`src/rtl/ethernet_frame_parser_unit_assert.svh`:
```
// Assertion macros for the frame parser RTL
`ifndef ETHERNET_FRAME_PARSER_UNIT_ASSERT_SVH
`define ETHERNET_FRAME_PARSER_UNIT_ASSERT_SVH

// Same-cycle implication, disabled while reset is applied
`define EFP_ASSERT_IMPL(label, clk, rst_n, ante, cons) \
	label: assert property (@(posedge clk) disable iff (!(rst_n)) (ante) |-> (cons)) \
		else $error("efp assertion failed");

// Next-cycle implication, disabled while reset is applied
`define EFP_ASSERT_NEXT(label, clk, rst_n, ante, cons) \
	label: assert property (@(posedge clk) disable iff (!(rst_n)) (ante) |=> (cons)) \
		else $error("efp assertion failed");

`endif

```
`src/rtl/efp_pkg.sv`:
```
`default_nettype none
package efp_pkg;

	// CRC-32, reflected form
	localparam logic [31:0] CRC_POLY = 32'hEDB88320;
	localparam logic [31:0] CRC_INIT = 32'hFFFFFFFF;

	// Frame layout
	localparam logic [15:0] TAG_TYPE       = 16'h8100;
	localparam logic [4:0]  HDR_PLAIN      = 5'd14;
	localparam logic [4:0]  HDR_TAGGED     = 5'd18;
	localparam logic [4:0]  FCS_BYTES      = 5'd4;
	localparam logic [15:0] SIZE_MAX_RESET = 16'd1500;
	localparam int unsigned MAX_FRAME_BYTES_DEF = 16384;

	// Result queue
	localparam int unsigned QUEUE_DEPTH = 4;
	localparam int unsigned QPTR_W      = 2;
	localparam int unsigned QCNT_W      = 3;

	localparam logic KIND_PAYLOAD = 1'b0;
	localparam logic KIND_SUMMARY = 1'b1;

	typedef enum logic [1:0] {
		STATUS_OK       = 2'd0,
		STATUS_SHORT    = 2'd1,
		STATUS_OVERRUN  = 2'd2,
		STATUS_MISMATCH = 2'd3
	} status_t;

	typedef struct packed {
		logic        kind;
		logic [7:0]  payload_byte;
		logic [47:0] dst_mac;
		logic [47:0] src_mac;
		logic        has_vlan_tag;
		logic [15:0] vlan_tag;
		logic [15:0] type_or_size;
		logic [15:0] payload_length;
		logic [31:0] fcs_received;
		logic [31:0] fcs_computed;
		status_t     status;
		logic        last;
	} result_t;

	// Results written into the queue together
	typedef struct packed {
		logic [1:0] count;
		result_t    r0;
		result_t    r1;
	} push_t;

	// Advance the CRC by one byte, LSB first
	function automatic logic [31:0] crc_byte(input logic [31:0] crc, input logic [7:0] b);
		logic [31:0] c;
		c = crc ^ {24'd0, b};
		for (int k = 0; k < 8; k++) begin
			c = c[0] ? ((c >> 1) ^ CRC_POLY) : (c >> 1);
		end
		return c;
	endfunction

endpackage
`default_nettype wire

```
`src/rtl/efp_parse.sv`:
```
`default_nettype none
module efp_parse #(
	parameter int unsigned MAX_FRAME_BYTES = efp_pkg::MAX_FRAME_BYTES_DEF
) (
	input  wire logic          clk,
	input  wire logic          arst_n,
	input  wire logic          cfg_wr_en,
	input  wire logic [15:0]   cfg_wr_data,
	input  wire logic          in_valid,
	output logic               in_ready,
	input  wire logic [7:0]    data_byte,
	input  wire logic          frame_end,
	input  wire logic          room,
	output efp_pkg::push_t     push
);
	import efp_pkg::*;

	localparam logic [15:0] CNT_MAX = 16'(MAX_FRAME_BYTES);

	logic        valid_s1;
	logic [7:0]  data_s1;
	logic        end_s1;
	logic        adv;

	logic [15:0] sfm_q;
	logic [15:0] cnt_q, cnt_n;
	logic [31:0] crc_q, crc_n;
	logic [7:0]  tail_q [4];
	logic [47:0] dst_q, dst_n;
	logic [47:0] src_q, src_n;
	logic        tag_q, tag_n;
	logic [15:0] tagw_q, tagw_n;
	logic [15:0] type_q, type_n;
	logic [15:0] sent_q, sent_n;

	logic [15:0] pos;
	logic [15:0] hdr_len;
	logic [15:0] short_thr;
	logic [31:0] fcs_rx;
	logic [31:0] fcs_calc;
	logic        emit;
	result_t     pay_r;
	result_t     sum_r;

	// Input register: take an item when the register is empty or the held one can move on
	assign adv      = valid_s1 && room;
	assign in_ready = !valid_s1 || room;

	always_ff @(posedge clk or negedge arst_n) begin
		if (!arst_n) begin
			valid_s1 <= 1'b0;
		end else if (in_ready) begin
			valid_s1 <= in_valid;
		end
	end

	always_ff @(posedge clk) begin
		if (in_valid && in_ready) begin
			data_s1 <= data_byte;
			end_s1  <= frame_end;
		end
	end

	// Size limit register
	always_ff @(posedge clk or negedge arst_n) begin
		if (!arst_n) begin
			sfm_q <= SIZE_MAX_RESET;
		end else if (cfg_wr_en) begin
			sfm_q <= cfg_wr_data;
		end
	end

	// Parse the byte leaving the tail delay and build the summary
	always_comb begin
		cnt_n  = cnt_q;
		crc_n  = crc_q;
		dst_n  = dst_q;
		src_n  = src_q;
		tag_n  = tag_q;
		tagw_n = tagw_q;
		type_n = type_q;
		sent_n = sent_q;
		emit   = 1'b0;
		pos     = cnt_q - 16'd4;
		hdr_len = tag_q ? 16'(HDR_TAGGED) : 16'(HDR_PLAIN);
		if (cnt_q >= 16'd4) begin
			crc_n = crc_byte(crc_q, tail_q[3]);
			if (pos < 16'd6) begin
				dst_n = {dst_q[39:0], tail_q[3]};
			end else if (pos < 16'd12) begin
				src_n = {src_q[39:0], tail_q[3]};
			end else if (pos < 16'd14) begin
				type_n = {type_q[7:0], tail_q[3]};
				if (pos == 16'd13 && type_n == TAG_TYPE && !tag_q) begin
					tag_n = 1'b1;
				end
			end else if (pos < hdr_len) begin
				if (pos < 16'd16) begin
					tagw_n = {tagw_q[7:0], tail_q[3]};
				end else begin
					type_n = {type_q[7:0], tail_q[3]};
				end
			end else if (!(type_q <= sfm_q && sent_q >= type_q)) begin
				emit = 1'b1;
				if (sent_q != 16'hFFFF) begin
					sent_n = sent_q + 16'd1;
				end
			end
		end
		if (cnt_q < CNT_MAX) begin
			cnt_n = cnt_q + 16'd1;
		end

		fcs_rx    = {tail_q[2], tail_q[1], tail_q[0], data_s1};
		fcs_calc  = ~crc_n;
		short_thr = tag_n ? 16'(HDR_TAGGED + FCS_BYTES) : 16'(HDR_PLAIN + FCS_BYTES);

		pay_r              = '0;
		pay_r.kind         = KIND_PAYLOAD;
		pay_r.payload_byte = tail_q[3];

		sum_r                = '0;
		sum_r.kind           = KIND_SUMMARY;
		sum_r.dst_mac        = dst_n;
		sum_r.src_mac        = src_n;
		sum_r.has_vlan_tag   = tag_n;
		sum_r.vlan_tag       = tagw_n;
		sum_r.type_or_size   = type_n;
		sum_r.payload_length = sent_n;
		sum_r.fcs_received   = fcs_rx;
		sum_r.fcs_computed   = fcs_calc;
		sum_r.last           = 1'b1;
		if (cnt_n < short_thr) begin
			sum_r.status = STATUS_SHORT;
		end else if (type_n <= sfm_q && sent_n < type_n) begin
			sum_r.status = STATUS_OVERRUN;
		end else if (fcs_rx != fcs_calc) begin
			sum_r.status = STATUS_MISMATCH;
		end else begin
			sum_r.status = STATUS_OK;
		end

		// Pack results for the queue: payload first, summary after it
		push.r0 = emit ? pay_r : sum_r;
		push.r1 = sum_r;
		if (!adv) begin
			push.count = 2'd0;
		end else begin
			push.count = {1'b0, emit} + {1'b0, end_s1};
		end
	end

	// Frame state: advance per item, clear after each summary
	always_ff @(posedge clk or negedge arst_n) begin
		if (!arst_n) begin
			cnt_q     <= '0;
			crc_q     <= CRC_INIT;
			tail_q[0] <= '0;
			tail_q[1] <= '0;
			tail_q[2] <= '0;
			tail_q[3] <= '0;
			dst_q     <= '0;
			src_q     <= '0;
			tag_q     <= 1'b0;
			tagw_q    <= '0;
			type_q    <= '0;
			sent_q    <= '0;
		end else if (adv) begin
			if (end_s1) begin
				cnt_q     <= '0;
				crc_q     <= CRC_INIT;
				tail_q[0] <= '0;
				tail_q[1] <= '0;
				tail_q[2] <= '0;
				tail_q[3] <= '0;
				dst_q     <= '0;
				src_q     <= '0;
				tag_q     <= 1'b0;
				tagw_q    <= '0;
				type_q    <= '0;
				sent_q    <= '0;
			end else begin
				cnt_q     <= cnt_n;
				crc_q     <= crc_n;
				tail_q[0] <= data_s1;
				tail_q[1] <= tail_q[0];
				tail_q[2] <= tail_q[1];
				tail_q[3] <= tail_q[2];
				dst_q     <= dst_n;
				src_q     <= src_n;
				tag_q     <= tag_n;
				tagw_q    <= tagw_n;
				type_q    <= type_n;
				sent_q    <= sent_n;
			end
		end
	end

endmodule
`default_nettype wire

```
`src/rtl/efp_out_queue.sv`:
```
`default_nettype none
`include "ethernet_frame_parser_unit_assert.svh"
module efp_out_queue (
	input  wire logic            clk,
	input  wire logic            arst_n,
	input  wire efp_pkg::push_t  push,
	output logic                 room,
	output logic                 out_valid,
	input  wire logic            out_ready,
	output efp_pkg::result_t     head
);
	import efp_pkg::*;

	result_t             mem_q [QUEUE_DEPTH];
	logic [QPTR_W-1:0]   wr_ptr_q;
	logic [QPTR_W-1:0]   rd_ptr_q;
	logic [QCNT_W-1:0]   count_q;
	logic                pop;

	assign out_valid = (count_q != '0);
	assign pop       = out_valid && out_ready;
	// Leave space for the two results one item may produce
	assign room      = (count_q <= QCNT_W'(QUEUE_DEPTH - 2));
	assign head      = mem_q[rd_ptr_q];

	// Store pushed results
	always_ff @(posedge clk) begin
		if (push.count != 2'd0) begin
			mem_q[wr_ptr_q] <= push.r0;
		end
		if (push.count == 2'd2) begin
			mem_q[wr_ptr_q + QPTR_W'(1)] <= push.r1;
		end
	end

	// Advance pointers and fill count
	always_ff @(posedge clk or negedge arst_n) begin
		if (!arst_n) begin
			wr_ptr_q <= '0;
			rd_ptr_q <= '0;
			count_q  <= '0;
		end else begin
			wr_ptr_q <= wr_ptr_q + QPTR_W'(push.count);
			if (pop) begin
				rd_ptr_q <= rd_ptr_q + QPTR_W'(1);
			end
			count_q <= count_q + QCNT_W'(push.count) - QCNT_W'(pop);
		end
	end

	`EFP_ASSERT_IMPL(a_count_bound, clk, arst_n, 1'b1, count_q <= QCNT_W'(QUEUE_DEPTH))
	`EFP_ASSERT_IMPL(a_pair_fits, clk, arst_n, push.count == 2'd2, count_q <= QCNT_W'(QUEUE_DEPTH - 2))
	`EFP_ASSERT_NEXT(a_pop_drains, clk, arst_n, pop && push.count == 2'd0, count_q == $past(count_q) - QCNT_W'(1))

endmodule
`default_nettype wire

```
`src/rtl/ethernet_frame_parser_unit.sv`:
```
// Channel   Handshake               Payload
// config    cfg_wr_en               cfg_wr_data (size field limit)
// input     in_valid / in_ready     data_byte, frame_end
// output    out_valid / out_ready   kind, payload_byte, header fields, FCS values, status, last
//
// One byte item is accepted per cycle while the queue has room; it is held in the input
// register, parsed by the CRC and field logic behind it, and lands in a four-entry result queue.
// Payload bytes appear four items late, behind the four-byte FCS delay line.
// An item may yield two results, so sustained rate drops below one per cycle only
// when the output side stalls and the queue holds more than two results.
// Reset clears all frame state, sets the size limit to 1500 and empties the queue.
`default_nettype none
module ethernet_frame_parser_unit #(
	parameter int unsigned MAX_FRAME_BYTES = efp_pkg::MAX_FRAME_BYTES_DEF
) (
	input  wire logic          clk,
	input  wire logic          arst_n,
	input  wire logic          cfg_wr_en,
	input  wire logic [15:0]   cfg_wr_data,
	input  wire logic          in_valid,
	output logic               in_ready,
	input  wire logic [7:0]    data_byte,
	input  wire logic          frame_end,
	output logic               out_valid,
	input  wire logic          out_ready,
	output logic               kind,
	output logic [7:0]         payload_byte,
	output logic [47:0]        dst_mac,
	output logic [47:0]        src_mac,
	output logic               has_vlan_tag,
	output logic [15:0]        vlan_tag,
	output logic [15:0]        type_or_size,
	output logic [15:0]        payload_length,
	output logic [31:0]        fcs_received,
	output logic [31:0]        fcs_computed,
	output logic [1:0]         status,
	output logic               last
);
	import efp_pkg::*;

	push_t   push;
	logic    room;
	result_t head;

	efp_parse #(
		.MAX_FRAME_BYTES(MAX_FRAME_BYTES)
	) u_parse (
		.clk        (clk),
		.arst_n     (arst_n),
		.cfg_wr_en  (cfg_wr_en),
		.cfg_wr_data(cfg_wr_data),
		.in_valid   (in_valid),
		.in_ready   (in_ready),
		.data_byte  (data_byte),
		.frame_end  (frame_end),
		.room       (room),
		.push       (push)
	);

	efp_out_queue u_queue (
		.clk      (clk),
		.arst_n   (arst_n),
		.push     (push),
		.room     (room),
		.out_valid(out_valid),
		.out_ready(out_ready),
		.head     (head)
	);

	// Unpack the head of the queue onto the result ports
	assign kind           = head.kind;
	assign payload_byte   = head.payload_byte;
	assign dst_mac        = head.dst_mac;
	assign src_mac        = head.src_mac;
	assign has_vlan_tag   = head.has_vlan_tag;
	assign vlan_tag       = head.vlan_tag;
	assign type_or_size   = head.type_or_size;
	assign payload_length = head.payload_length;
	assign fcs_received   = head.fcs_received;
	assign fcs_computed   = head.fcs_computed;
	assign status         = head.status;
	assign last           = head.last;

endmodule
`default_nettype wire

```
`config.mk`:
```
export PLATFORM = sky130hd
export DESIGN_NAME = ethernet_frame_parser_unit
export DESIGN_NICKNAME = d
export VERILOG_FILES = /design/src/rtl/efp_pkg.sv /design/src/rtl/efp_parse.sv /design/src/rtl/efp_out_queue.sv /design/src/rtl/ethernet_frame_parser_unit.sv
export VERILOG_INCLUDE_DIRS = /design/src /design/src/rtl
export SDC_FILE = /design/constraint.sdc
export NUM_CORES = 2
export LEC_CHECK = 0
export BUFFER_PORTS_ARGS = -buffer_cell sky130_fd_sc_hd__buf_2
export CAP_MARGIN = 0
export CORE_UTILIZATION = 46
export CTS_BUF_LIST = sky130_fd_sc_hd__clkbuf_16
export DETAILED_ROUTE_END_ITERATION = 8
export GPL_TIMING_DRIVEN = 0
export PLACE_DENSITY = 0.65
export SYNTH_ARGS = -nofsm -noshare
export SYNTH_HDL_FRONTEND = slang
export SYNTH_SLANG_ARGS = --single-unit
```
`constraint.sdc`:
```
create_clock -name clk -period 10.1 [get_ports clk]
set_input_delay 2.02 -clock clk [delete_from_list [all_inputs] [get_ports clk]]
set_output_delay 2.02 -clock clk [all_outputs]
set_load 0.03 [all_outputs]
```
==> out/qor.csv <==
metric;value;unit
synth_top_area_share;49.67;%
hold_buffers;0;
synthTopCellsByArea;edfxtp_1 50%, dfrtp_1 10%, mux4_2 9.6%, nor2_1 5.8%, mux2i_1 2.6%;
fin_ws;1.948;ns
slew_headroom;13.22;%
drv_cap;0;
async_flop_share;21.88;%
hold_class;flop to flop;
portBuffers;252;
clock-root-buffer;clkbuf_16;
first_pass_iters;7;
seq_area_frac_synth;63.24;%
totalPowerFinal;17.33;mW
syn2layout_area_growth;13.62;%
synth_edf_count;853;
cellLeakagePower;20.42;nW
core_area;0.1110;mm²
avgSynthCellArea;13.64;µm²
status;complete, no violations;
yosysTopAreaCell;edfxtp_1;
dieHeight;336.8;µm
initial_core_util;46.47;%
dp_hpwl;93820;µm
critPathMaxFanout;102;
num_io_pins;253;
track_usage;24.61;%
busiest_layer;met2;
multi_input_area;0.01755;mm²
worstSkewPairLatency;0.72;ns
cts_tree;done;
wl;139700;µm
grt_pass1_wl;208100;µm
clockPowerShare;23.6;%
globalplace.congestion;0.9614;
via_per_inst;5.713;
drive_gt1_share;17.61;%
pwr-share-seq;34.5;%
cp.arrival;8.58;ns
p_switching;6.945;mW
grt.met3_usage;4.158;%
yosysWarnings;0;
rsz0062_at_grt;no;
routed-via-count;32830;
cts_sinks;1138;
power_frac_comb;41.9;%
tightestPinTransition;1.302;ns
synth_area;0.05157;mm²
final.setup_skew;0.03093;ns
wl_per_cell;24.31;µm
cell_internal_pwr;10.38;mW
grt_util_met1;34.31;%
grt_max_degree;112;
ys_types;80;
reg2reg_slack;1.95;ns
fillCellCount;9378;
synth_nets;3893;
peakVddDrop;0.0002102;V
fmax;122.7;MHz
clk_path_buf_depth;3;
holdPathStages;2;
grt_pass1_vias;32570;
die_w;336.8;µm
place_worst_setup_slack;2.138;ns
worstHoldStart;u_queue.mem_q[0][0];
power.density;295.7;mW/mm²
start_kind;flop;
seqCellArea;0.03262;mm²
drc;0;
worst_ep_required_time;10.53;ns
cts_resized;0;
post-route-util;52.80;%
hold_viol;0;
worstSetupEndpointType;flop;
antenna_found_initial;4;
holdWs;0.4697;ns
ys_seq_elements;1138;
post_cts_buffers;0;
hold_end;u_queue.mem_q[0][0];
setup-violations-final;0;
synthCells;3781;
clk_pin_slew;0.06;ns
grtUsageMet2;40.13;%
tns;0;ns
crit_type;flop to flop;
fin_crit;8.152;ns
fin_crit_sh;80.71;%
drt_iter0_markers;2993;
htree_levels;3;
rows;122;
drv_slew;0;
synth_ff_type;edfxtp_1;
overflow;0;
rr_endpoint;u_queue.mem_q[0][98];
synth.most_common_cell;edfxtp_1;
power.share.switching;40.08;%
reg2reg_from;u_parse.cnt_q[3];
drtAntennaViolNets;0;
nets;4269;
die-area;0.1135;mm²
cts_buffers;113;
synth_top_cells_by_count;853 x edfxtp_1, 796 x nor2_1, 220 x mux4_2;
r2r.worst_path.cells;22;
[kinds of logic after synthesis]
family	count (synthesis)	synth area share (%)
adder cells (fa/ha/maj)	82	2.004
buffers and inverters	365	2.746
AND/OR/NAND/NOR	1274	10.87
flip-flops	1138	63.24
AO/OA/AOI/OAI	444	6.194
multiplexers	360	12.34
XOR/XNOR	118	2.603
[final cells by class]
class / instances / area share [%]
timing repair buffer: 261 / 2.592
antenna: 1 / 0.004270
clock inverter: 97 / 1.059
tap: 1488 / 3.177
sequential: 1138 / 55.66
inverter: 96 / 0.6662
multi-input combinational: 2278 / 29.96
clock buffer: 119 / 5.082
buffer: 269 / 1.804
[worst max path at each step]
stage	depth (start not counted)	startpoint	to
floorplan	20	u_parse.cnt_q[3]	u_queue.mem_q[3][203]
global placement	19	u_parse.cnt_q[3]	u_queue.mem_q[1][102]
detailed placement	22	u_parse.cnt_q[3]	u_queue.mem_q[0][98]
CTS	22	u_parse.cnt_q[3]	u_queue.mem_q[0][98]
global route	22	u_parse.cnt_q[3]	u_queue.mem_q[0][98]
finish	22	u_parse.cnt_q[3]	u_queue.mem_q[0][98]
[sequential cells by signal (all words and copies together), names as in the netlist]
signal / flops
u_queue.mem_q: 880
u_parse.dst_q: 48
u_parse.src_q: 48
u_parse.crc_q: 32
u_parse.push: 24
u_parse.cnt_q: 16
u_parse.sent_q: 16
u_parse.sfm_q: 16
u_parse.tagw_q: 16
u_parse.type_q: 16
u_parse.data_s1: 8
u_parse.pay_r: 8
u_queue.count_q: 3
u_queue.rd_ptr_q: 2
u_queue.wr_ptr_q: 2
u_parse.end_s1: 1
u_parse.tag_q: 1
u_parse.valid_s1: 1
[through the flow]
step	instance area, µm²	instances
finish	58600	5747
detailed placement	55000	5530
CTS	58590	5746
global route	58590	5746
global placement	54700	5521
floorplan	51570	3781
[routing by layer]
layer	wire [µm]	part of all wire (%)	vias to the layer above
li1	-	-	14680
met1	59210	42	16930
met2	68200	49	1028
met3	9146	6.5	194
met4	3130	2.2	4
met5	16	0.011	-
[critical path, cell delays in order, from the launching register on]
cell	delay, ns
dfrtp_1	0.41
clkbuf_1	0.23
inv_1	0.15
ha_1	0.33
nor3b_1	0.53
nand3_1	0.54
nor2_2	0.59
a211o_1	0.24
clkbuf_1	0.28
buf_2	0.37
inv_2	0.15
ha_1	0.30
clkbuf_1	0.33
nor2_1	0.09
o21ai_0	0.15
o21ai_0	0.10
nand2_1	0.47
inv_8	0.40
nand2b_1	0.19
buf_2	0.36
clkbuf_1	0.92
buf_1	0.53
nor2_1	0.13
[power by group through the flow]
stage / combinational [mW] / sequential (mW) / clock [mW]
CTS: 7.28 / 5.97 / 4.15
finish: 7.26 / 5.97 / 4.09
detailed placement: 7.26 / 6.06 / 0
floorplan: 5.00 / 6.01 / 0
global route: 7.69 / 6.01 / 4.32
global placement: 7.22 / 6.21 / 0
[cell usage in the layout, fill, tap and decap left out, types with 33 or more instances in the layout]
cell / instances
a21oi_1: 44
a22o_1: 144
and2_1: 108
buf_1: 38
buf_2: 270
clkbuf_1: 205
clkbuf_16: 119
dfrtp_1: 210
dfstp_2: 39
dfxtp_1: 36
edfxtp_1: 853
ha_1: 81
inv_1: 115
mux2i_1: 134
mux4_2: 220
nand2_1: 172
nor2_1: 796
nor3_1: 33
o21ai_0: 81
xnor2_1: 63
Power figures use the tool's default switching activity.
